--- src/rtl/core/assert_macros.svh ---
// Assertion macros shared by the queue RTL.
// Depends on a clock named aclk and an active-low reset named aresetn in scope.
`ifndef ASSERT_MACROS_SVH
`define ASSERT_MACROS_SVH

// check a property at every clock edge outside reset
`define BRQ_ASSERT(label, prop, msg) \
    label: assert property (@(posedge aclk) disable iff (!aresetn) (prop)) else $error(msg);

// check that a condition implies a property at the next edge
`define BRQ_ASSERT_NEXT(label, cond, prop, msg) \
    label: assert property (@(posedge aclk) disable iff (!aresetn) (cond) |=> (prop)) \
        else $error(msg);

`endif

--- src/rtl/core/brq_pkg.sv ---
// Package for the byte ring queue: request codes, status struct, defaults.
// No dependencies.
package brq_pkg;

    localparam int DEPTH_DEFAULT = 256;

    localparam int REQ_W  = 3;
    localparam int BYTE_W = 8;
    localparam int CNT_W  = 8;

    typedef enum logic [REQ_W-1:0] {
        REQ_PUSH    = 3'd0,
        REQ_POP     = 3'd1,
        REQ_DISCARD = 3'd2,
        REQ_PEEK    = 3'd3,
        REQ_RESET   = 3'd4
    } brq_req_t;

    typedef struct packed {
        logic error;
        logic is_empty;
        logic is_full;
        logic rd_ok;
    } brq_status_t;

endpackage

--- src/rtl/core/brq_ram.sv ---
// Ring storage for the byte queue: one write port, one registered read port.
// Depends on brq_pkg for the byte width.
module brq_ram #(
    parameter int DEPTH = brq_pkg::DEPTH_DEFAULT,
    parameter int AW    = $clog2(DEPTH)
) (
    input  logic                       aclk,
    input  logic                       we,
    input  logic [AW-1:0]              waddr,
    input  logic [brq_pkg::BYTE_W-1:0] wdata,
    input  logic                       re,
    input  logic [AW-1:0]              raddr,
    output logic [brq_pkg::BYTE_W-1:0] rdata
);

    logic [brq_pkg::BYTE_W-1:0] mem [DEPTH];
    logic [brq_pkg::BYTE_W-1:0] rdata_reg;

    always_ff @(posedge aclk) begin
        if (we) begin
            mem[waddr] <= wdata;
        end
        if (re) begin
            rdata_reg <= mem[raddr];
        end
    end

    assign rdata = rdata_reg;

endmodule

--- src/rtl/core/brq_ctrl.sv ---
// Pointer and free-count control for the byte ring queue.
// Depends on brq_pkg and assert_macros.svh.
`include "assert_macros.svh"

module brq_ctrl #(
    parameter int DEPTH = brq_pkg::DEPTH_DEFAULT,
    parameter int AW    = $clog2(DEPTH)
) (
    input  logic                       aclk,
    input  logic                       aresetn,
    input  logic                       accept,
    input  logic [brq_pkg::REQ_W-1:0]  req_type,
    input  logic [brq_pkg::BYTE_W-1:0] amount,
    output logic                       we,
    output logic [AW-1:0]              waddr,
    output logic [AW-1:0]              raddr,
    output brq_pkg::brq_status_t       status,
    output logic [brq_pkg::CNT_W-1:0]  free_count,
    output logic [brq_pkg::CNT_W-1:0]  used_count
);

    localparam int CAPACITY = DEPTH - 1;
    localparam int CW       = (AW > brq_pkg::CNT_W) ? AW : brq_pkg::CNT_W;

    logic [AW-1:0] head_reg, head_next;
    logic [AW-1:0] tail_reg, tail_next;
    logic [AW-1:0] free_reg, free_next;
    logic [AW-1:0] used_now, used_after;
    logic [CW-1:0] amt_w, used_w, free_out_w, used_out_w;
    logic [AW-1:0] amt_p;
    brq_pkg::brq_status_t st;
    logic          ok;

    function automatic logic [AW-1:0] wrap_add(input logic [AW-1:0] a, input logic [AW-1:0] b);
        logic [AW:0] sum;
        sum = {1'b0, a} + {1'b0, b};
        if (sum >= (AW+1)'(DEPTH)) begin
            sum = sum - (AW+1)'(DEPTH);
        end
        return sum[AW-1:0];
    endfunction

    assign used_now = AW'(CAPACITY) - free_reg;
    assign amt_w    = CW'(amount);
    assign used_w   = CW'(used_now);
    assign amt_p    = amt_w[AW-1:0];

    always_comb begin
        head_next = head_reg;
        tail_next = tail_reg;
        free_next = free_reg;
        raddr     = head_reg;
        ok        = 1'b0;
        st        = '0;
        unique case (req_type)
            brq_pkg::REQ_PUSH: begin
                if (free_reg == '0) begin
                    st.error = 1'b1;
                end else begin
                    ok        = 1'b1;
                    tail_next = wrap_add(tail_reg, AW'(1));
                    free_next = free_reg - AW'(1);
                end
            end
            brq_pkg::REQ_POP: begin
                if (used_now == '0) begin
                    st.error = 1'b1;
                end else begin
                    st.rd_ok  = 1'b1;
                    head_next = wrap_add(head_reg, AW'(1));
                    free_next = free_reg + AW'(1);
                end
            end
            brq_pkg::REQ_DISCARD: begin
                if (amt_w > used_w) begin
                    st.error = 1'b1;
                end else begin
                    head_next = wrap_add(head_reg, amt_p);
                    free_next = free_reg + amt_p;
                end
            end
            brq_pkg::REQ_PEEK: begin
                if (amt_w >= used_w) begin
                    st.error = 1'b1;
                end else begin
                    st.rd_ok = 1'b1;
                    raddr    = wrap_add(head_reg, amt_p);
                end
            end
            brq_pkg::REQ_RESET: begin
                head_next = '0;
                tail_next = '0;
                free_next = AW'(CAPACITY);
            end
            default: begin
                st.error = 1'b1;
            end
        endcase
        used_after  = AW'(CAPACITY) - free_next;
        st.is_empty = (used_after == '0);
        st.is_full  = (free_next == '0);
    end

    assign we         = accept & ok;
    assign waddr      = tail_reg;
    assign status     = st;
    assign free_out_w = CW'(free_next);
    assign used_out_w = CW'(used_after);
    assign free_count = free_out_w[brq_pkg::CNT_W-1:0];
    assign used_count = used_out_w[brq_pkg::CNT_W-1:0];

    always_ff @(posedge aclk) begin
        if (!aresetn) begin
            head_reg <= '0;
            tail_reg <= '0;
            free_reg <= AW'(CAPACITY);
        end else if (accept) begin
            head_reg <= head_next;
            tail_reg <= tail_next;
            free_reg <= free_next;
        end
    end

    `BRQ_ASSERT(a_free_in_range, free_reg <= AW'(CAPACITY), "free count above capacity")
    `BRQ_ASSERT(a_ptr_gap_matches_used,
        wrap_add(tail_reg, AW'(DEPTH) - head_reg) == used_now, "pointer gap differs from used count")
    `BRQ_ASSERT(a_no_write_when_full, !(we && free_reg == '0), "write issued while full")
    `BRQ_ASSERT_NEXT(a_error_holds_state, accept && st.error,
        $stable(head_reg) && $stable(tail_reg) && $stable(free_reg), "refused request moved state")

endmodule

--- src/rtl/core/byte_ring_queue_peek_discard.sv ---
// Top level of the byte ring queue with peek and discard requests.
// Depends on brq_pkg, brq_ctrl and brq_ram.
//
// Usage:
//   Requests arrive on the s_ channel: s_tuser carries the request kind
//   (push, pop, discard, peek, reset), s_tdata the byte to push and the
//   discard count or peek offset. Each accepted request yields exactly one
//   result transfer on the m_ channel with the byte read, an error flag,
//   empty and full flags and the free and used counts after the request.
//   Results are registered: a request accepted at a clock edge is presented on m_
//   from the next edge on. One request per cycle is sustained while the
//   receiver takes each result; the pointers update in a single add-and-wrap
//   and the ring has one write and one registered read port.
//   Reset (aresetn low) empties the queue: pointers to zero, free count to
//   DEPTH-1, no result pending. Ring contents are not cleared.
//   When the receiver stalls, the result holds in the output register and
//   s_tready drops until it is taken; a new request enters in the same
//   cycle that the held result transfers.
module byte_ring_queue_peek_discard #(
    parameter int DEPTH = brq_pkg::DEPTH_DEFAULT
) (
    input  logic        aclk,
    input  logic        aresetn,
    input  logic        s_tvalid,
    output logic        s_tready,
    input  logic [15:0] s_tdata,   // [7:0] data_in, [15:8] amount
    input  logic [2:0]  s_tuser,   // [2:0] req_type
    output logic        m_tvalid,
    input  logic        m_tready,
    output logic [31:0] m_tdata    // [7:0] data_out, [8] error, [9] is_empty,
                                   // [10] is_full, [18:11] free_count,
                                   // [26:19] used_count, [31:27] zero
);

    localparam int AW = $clog2(DEPTH);

    logic                       accept;
    logic                       we;
    logic [AW-1:0]              waddr, raddr;
    logic [brq_pkg::BYTE_W-1:0] rdata;
    brq_pkg::brq_status_t       status, status_reg;
    logic [brq_pkg::CNT_W-1:0]  free_count, used_count;
    logic [brq_pkg::CNT_W-1:0]  free_reg, used_reg;
    logic                       m_tvalid_reg;
    logic [brq_pkg::BYTE_W-1:0] data_out;

    assign s_tready = !m_tvalid_reg || m_tready;
    assign accept   = s_tvalid && s_tready;

    brq_ctrl #(
        .DEPTH (DEPTH),
        .AW    (AW)
    ) u_ctrl (
        .aclk       (aclk),
        .aresetn    (aresetn),
        .accept     (accept),
        .req_type   (s_tuser),
        .amount     (s_tdata[15:8]),
        .we         (we),
        .waddr      (waddr),
        .raddr      (raddr),
        .status     (status),
        .free_count (free_count),
        .used_count (used_count)
    );

    brq_ram #(
        .DEPTH (DEPTH),
        .AW    (AW)
    ) u_ram (
        .aclk  (aclk),
        .we    (we),
        .waddr (waddr),
        .wdata (s_tdata[7:0]),
        .re    (accept),
        .raddr (raddr),
        .rdata (rdata)
    );

    always_ff @(posedge aclk) begin
        if (!aresetn) begin
            m_tvalid_reg <= 1'b0;
        end else if (accept) begin
            m_tvalid_reg <= 1'b1;
        end else if (m_tready) begin
            m_tvalid_reg <= 1'b0;
        end
    end

    always_ff @(posedge aclk) begin
        if (accept) begin
            status_reg <= status;
            free_reg   <= free_count;
            used_reg   <= used_count;
        end
    end

    assign data_out = status_reg.rd_ok ? rdata : '0;
    assign m_tvalid = m_tvalid_reg;
    assign m_tdata  = {5'd0, used_reg, free_reg, status_reg.is_full,
                       status_reg.is_empty, status_reg.error, data_out};

endmodule
--- config.mk ---
export PLATFORM = sky130hd
export DESIGN_NAME = byte_ring_queue_peek_discard
export DESIGN_NICKNAME = d
export VERILOG_FILES = /design/src/rtl/core/brq_pkg.sv /design/src/rtl/core/brq_ram.sv /design/src/rtl/core/brq_ctrl.sv /design/src/rtl/core/byte_ring_queue_peek_discard.sv
export VERILOG_INCLUDE_DIRS = /design/src /design/src/rtl/core
export SDC_FILE = /design/constraint.sdc
export NUM_CORES = 2
export LEC_CHECK = 0
export BUFFER_PORTS_ARGS = -buffer_cell sky130_fd_sc_hd__buf_2
export CAP_MARGIN = 20
export CORE_MARGIN = 2
export CORE_UTILIZATION = 45
export CTS_CLUSTER_SIZE = 24
export DETAILED_ROUTE_END_ITERATION = 7
export PLACE_DENSITY = 0.66
export SYNTH_ARGS = -nofsm -noshare
export SYNTH_HDL_FRONTEND = slang
export SYNTH_SLANG_ARGS = --single-unit
--- constraint.sdc ---
create_clock -name aclk -period 4.8 [get_ports aclk]
set_input_delay 0.96 -clock aclk [delete_from_list [all_inputs] [get_ports aclk]]
set_output_delay 0.96 -clock aclk [all_outputs]
set_load 0.02 [all_outputs]
# --- After elaboration in Yosys (flattened, before gate mapping) ---
# Memory sizes are Yosys's and may differ from the RTL's. A register that Yosys moved wholly into a read port is not among the register bits.
# Index checks and enable logic that the tools add are counted.
word_totals:
  register_bits: 45
  mem_bits_rw: 2048
  input_bits: 23
  elab_cells: 77
  n_memories: 1
mem_list:
  columns: ["name", "depth", "width", "rd", "rd_clocked_by_memory_dff", "wr", "line", "rtl"]
  rows:
  - ["u_ram.mem", 256, 8, 1, 1, 1, "brq_ram.sv:16", "logic [brq_pkg::BYTE_W-1:0] mem [DEPTH];"]
classes:
  n_addsub: 11
  order_cmp: 5
  eq_ne: 7
  muxes: 29
  n_bitwise: 1
  reduce_logical: 13
ops:
  columns: ["operator", "count"]
  rows:
  - ["$mux W8", 12]
  - ["$logic_not A8 Y1", 4]
  - ["$pmux W8 S4", 1]
  - ["$sub A8 B1 Y8 const B", 4]
  - ["$ge A9 B9 Y1 const B", 3]
  - ["$pmux W8 S3", 1]
  - ["$add A8 B1 Y9 const B", 2]
  - ["$pmux W8 S2", 1]
  - ["$sub A8 B8 Y8 const A", 2]
  - ["$mux W1", 12]
  - ["$add A8 B8 Y9", 1]
  - ["$add A8 B1 Y8 const B", 1]
  - ["$add A8 B8 Y8", 1]
  - ["$ge A8 B8 Y1", 1]
  - ["$gt A8 B8 Y1", 1]
  - ["$eq A3 B2 Y1 const B", 2]
  - ["$ne A2 B2 Y1 const B", 3]
  - ["$pmux W1 S5", 1]
  - ["$reduce_and A4 Y1", 1]
  - ["$reduce_bool A2 Y1", 2]
  - ["$eq A3 B1 Y1 const B", 1]
  - ["$eq A3 B3 Y1 const B", 1]
  - ["$logic_not A3 Y1", 1]
  - ["$reduce_and A3 Y1", 1]
  - ["other kinds (6)", 6]

# --- Longest topological paths before layout ---
depth:
  ltp_word: 6
  ltp_mapped: 18
  depth_no_buf: 14

# --- By module ---
# A second synthesis with hierarchy kept.
unflattened:
  cells_unflattened: 4131
  area_unflattened_um2: 83034.6
modules_own_cells:
  columns: ["mod", "n_inst", "cells_each", "area_each_um2", "seq_area_each_um2"]
  rows:
  - ["brq_ram", 1, 3733, 79636.4, 61739.2]
  - ["brq_ctrl", 1, 356, 2626.3, 480.5]
  - ["byte_ring_queue_peek_discard", 1, 42, 772.0, 620.6]

# --- Least setup slack after synthesis ---
# OpenSTA, ideal clock, no wires.
synth_timing:
  path_kind: "input-to-reg"
  from: "in s_tdata[13]"
  to: "reg u_ram.rdata_reg (netlist bit u_ram.rdata[2]) (read register of u_ram.mem), data pin"
  arrival_ns: 3.734
  path_slack_ns: 0.806
  stages: 15
  path_buffers: 3
  cell_sequence: "ha_1 > a21oi_1 > o21ai_2 > or3_1 > buf_4 > o21ai_4 > nand2_2 > buf_4 > buf_2 > a21oi_1 > nand2_1 > a22oi_1 > a21oi_1 > or3_1 > o311a_1"
synth_via:
  elab_chain_len: 5
  elab_cells_between_ends: 7
  classes_between: "add/sub: 2; order compare: 2; mux: 3"
synth_rtl:
  columns: ["element", "line", "rtl"]
  rows:
  - ["start: declaration", "byte_ring_queue_peek_discard.sv:26", "input logic [15:0] s_tdata,"]
  - ["$add A8 B8 Y9", "brq_ctrl.sv:36", "sum = {1'b0, a} + {1'b0, b};"]
  - ["$sub A8 B1 Y8 or $ge A9 B9 Y1 (tied branches)", "brq_ctrl.sv:38, brq_ctrl.sv:37", null]
  - ["$mux W8", "brq_ctrl.sv:37", "if (sum >= (AW+1)'(DEPTH)) begin"]
  - ["$mux W8 (*)", "brq_ctrl.sv:83", "if (amt_w >= used_w) begin"]
  - ["$mux W8 (*)", "brq_ctrl.sv:55", "unique case (req_type)"]
  - ["end: declaration", "brq_ram.sv:17", "logic [brq_pkg::BYTE_W-1:0] rdata_reg;"]
# Mark *: on every way between the ends. The rest lies on a longest branch, timed or not.
# A chain may end at the register's enable or synchronous reset.

# --- Final worst setup path ---
layout_timing:
  from: "reg u_ctrl.free_reg[3]"
  to: "reg u_ram.rdata_reg (netlist bit u_ram.rdata[6]) (read register of u_ram.mem), data pin"
layout_via:
  elab_chain_len: 4
layout_rtl:
  columns: ["element", "line", "rtl"]
  rows:
  - ["start: declaration", "brq_ctrl.sv:27", "logic [AW-1:0] free_reg, free_next;"]
  - ["start signal: assignment", "brq_ctrl.sv:116", "free_reg <= AW'(CAPACITY);"]
  - ["start signal: assignment", "brq_ctrl.sv:120", "free_reg <= free_next;"]
  - ["$sub A8 B8 Y8", "brq_ctrl.sv:43", "assign used_now = AW'(CAPACITY) - free_reg;"]
  - ["$ge A8 B8 Y1", "brq_ctrl.sv:83", null]
  - ["$mux W8", "brq_ctrl.sv:83", null]
  - ["$mux W8", "brq_ctrl.sv:55", null]
# No other way between the ends.

==> summary.md <==
| Metric | Value |
|---|---|
| Result of the run | `completed` |
| Via-per-instance ratio | `6.11` |
| Area growth from synthesis to layout | `16.0%` |
| Number of buffers inserted by post-CTS setup repair | `0` |
| Top_reg_cell synth | `edfxtp_1` |
| Number of cells traversed by the worst register-to-register path | `15` |
| Number of warnings reported in the yosys synthesis log | `0` |
| Maximum number of pins on one net before global-route repair | `120` |
| Die area | `193000 um^2` |
| Global-route wire length before repair | `365 mm` |
| Number of buffers inserted during clock tree synthesis | `201` |
| Fin worst setup slack | `0.202 ns` |
| Largest buffer count on any clock path | `3` |
| Final Hold Viols | `0` |
| TritonRoute pass-1 iters | `6` |
| Final setup violation count | `0` |
| Seq/Total Area, Yosys | `0.737` |
| Number of DRC violations after detailed-routing iteration 0 | `8125` |
| Synthesized cell area | `85200 um^2` |
| Actual slew at the worst max-slew pin | `1.27 ns` |
| Arrival @ worst endpoint | `5.21 ns` |
| Peak VDD IR | `0.000430 V` |
| Number of design rule violations left after detail routing | `0` |
| Worst reg-to-reg setup slack | `0.20 ns` |
| Cell Area, Placed | `92300 um^2` |
| Synth area leader | `edfxtp_1` |
| Final hold slack | `0.351 ns` |
| Largest register by flop count | `u_ram.mem` |
| Clock latency at the later pin of the worst-skew pair | `0.87 ns` |
| Half-perimeter wire length after placement | `157 mm` |
| Vias after detailed routing | `56800` |
| Initial standard-cell utilization of the core | `0.453` |
| Setup Skew | `0.0565 ns` |
| Number of placement rows | `159` |
| Yosys cell types | `85` |
| Overall routed net length | `250 mm` |
| CTS sink cnt | `2101` |
| Slew HR | `0.148` |
| Floorplan Core Area | `188000 um^2` |
| Pre-CTS worst setup slack | `-0.359 ns` |
| Final Slew Violations | `0` |
| Flop and latch count out of synthesis | `2101` |
| Number of antenna violations at the first check in global routing | `3` |
| Global-route usage over all layers | `0.255` |
| Shortest period the worst path allows | `4.60 ns` |
| Async set-reset flop share out of synthesis | `0` |
| PwrDens | `404 nW/um^2` |
| Post-route core utilization | `0.526` |
| Post-Syn Area per Cell | `13.6 um^2` |
| Design Area, Final | `98900 um^2` |
| Worst Path Class, Setup | `flop to flop` |
| CTS Root Cell | `clkbuf_16` |
| Critical path data required time | `5.42 ns` |
| FMAX | `217 MHz` |
| Crit start category | `flop` |
| Average routed wire per standard cell | `27.0 um` |
| Overall die width | `439 um` |
| Largest register FFs | `2048` |
| Total congestion overflow | `0` |
| TritonCTS clock tree | `built` |
| Post-layout instance count excluding filler cells | `9283` |
| Maximum Capacitance Violations | `0` |
| Leakage power total | `33.5 nW` |
| Element type at the critical path end | `flop` |
| Cell depth of the worst hold path | `3` |
| Worst hold path class | `primary input to flop` |
| Port Buf Inserts | `51` |
| Number of routed nets with antenna violations | `0` |
| RD Place Congestion | `0.916` |
| Via count of the first global-routing pass | `54000` |
| Vertical die dimension | `439 um` |
| Final period utilization | `0.958` |
| Number of cells produced by synthesis | `6251` |
| Unrepaired setup endpoints after global routing | `false` |
| Number of nets in the finished design | `6674` |
| Top cells by area in the synthesized netlist | `edfxtp_1 (73%), nand2_1 (5.0%), nand3_1 (2.6%), a21oi_1 (2.4%), a211oi_1 (1.4%)` |
| Number of enable flip-flop cells after synthesis | `2076` |
| Crit Path Max Fanout | `19` |
| Area share of the leading cell type in the synthesized netlist | `0.731` |
| Clock-pin slew reported for the worst setup and hold paths after clock tree synthesis | `0.06 ns` |
| Number of H-tree levels | `4` |
| Top-level port count | `57` |
| Number of placed instances, taps included | `8917` |
| Share of post-route cells with drive strength above 1 | `0.147` |
placed cells by master, fill, tap and decap left out, types with 47 or more instances in the layout:
cell type,count
nor2_1,297
nand2_1,1127
buf_12,102
buf_4,491
clkinv_1,47
clkbuf_16,204
nand3_1,440
a31oi_1,145
mux2i_1,104
a211oi_1,157
a32oi_1,66
o21ai_0,142
a21oi_1,404
a311oi_1,54
and3_1,137
edfxtp_1,2076
nand4_1,62
a22oi_1,97
timing repair:
action,4_1_cts,5_1_grt
hold buffers,0,0
endpoints found under the setup margin,0,1
gates resized for setup,0,1
cell families after synthesis:
family          Yosys count  share of synthesized area
flops                  2101                      0.737
mux                     110                     0.0131
buf+inv                 505                     0.0282
compound gates         1329                      0.105
xor+xnor                 27                    0.00277
other cells               1                  0.0000440
fa+ha+maj                26                    0.00399
simple gates           2152                      0.110
final timing paths:
| kind | to | startpoint |
|---|---|---|
| max reg2reg | u_ram.rdata[6]$_DFFE_PP_ | u_ctrl.free_reg[3]$_SDFFE_PN1P_ |
| min | m_tvalid$_SDFFE_PN0P_ | s_tvalid |
| max | u_ram.rdata[6]$_DFFE_PP_ | u_ctrl.free_reg[3]$_SDFFE_PN1P_ |
| min reg2reg | m_tvalid$_SDFFE_PN0P_ | m_tvalid$_SDFFE_PN0P_ |
critical path, stage by stage, from the launching register on:
cell and delay, ns:
dfxtp_1 0.42, ha_1 0.32, a21oi_1 0.33, a31o_2 0.33, nand2_2 0.15, buf_4 0.22, nand2_1 0.23, a21o_4 0.28
buf_12 0.20, buf_4 0.27, a311oi_1 0.11, a211oi_1 0.31, o21bai_1 0.20, nor4_1 0.61, buf_4 0.28, nor4_1 0.07
cells in the mapped netlist (25+ instances only):
| cell | count |
|---|---|
| a211o_1 | 41 |
| a211oi_1 | 157 |
| a21oi_1 | 405 |
| a221oi_1 | 29 |
| a22o_1 | 32 |
| a22oi_1 | 97 |
| a311oi_1 | 54 |
| a31oi_1 | 145 |
| a32oi_1 | 67 |
| and3_1 | 138 |
| buf_1 | 34 |
| buf_2 | 219 |
| buf_4 | 36 |
| clkbuf_1 | 176 |
| dfxtp_1 | 25 |
| edfxtp_1 | 2076 |
| inv_1 | 27 |
| mux2i_1 | 106 |
| nand2_1 | 1136 |
| nand3_1 | 445 |
| nand4_1 | 62 |
| nor2_1 | 297 |
| o21ai_0 | 143 |
power by group:
part / leakage [nW] / internal [W] / total, W / switching (W)
Combinational: 11.5 / 0.00135 / 0.00396 / 0.00261
Clock: 3.16 / 0.00890 / 0.0158 / 0.00690
Sequential: 18.9 / 0.0202 / 0.0202 / 0.0000248
per-layer routing:
metal / track usage / routed length [um] / vias up
li1: - / - / 24600
met1: 0.349 / 96700 / 28200
met2: 0.400 / 116000 / 3404
met3: 0.0489 / 26400 / 510
met4: 0.107 / 11500 / 2
met5: 0 / 13 / -
final cells by class:
type / count / area [um^2]
multi-input combinational: 3649 / 20200
tap: 2495 / 3120
clock buffer: 248 / 5270
antenna: 1 / 2.50
timing repair buffer: 645 / 6070
fill: 15200 / 89100
inverter: 27 / 101
sequential: 2101 / 62800
clock inverter: 117 / 1240
per-stage QoR:
step	total power [W]	setup TNS (ns)
floorplan	0.0226	0
global placement	0.0244	-2.70
detailed placement	0.0245	-1.91
CTS	0.0401	0
global route	0.0410	0
finish	0.0400	0
(Power assumes the default switching activity.)
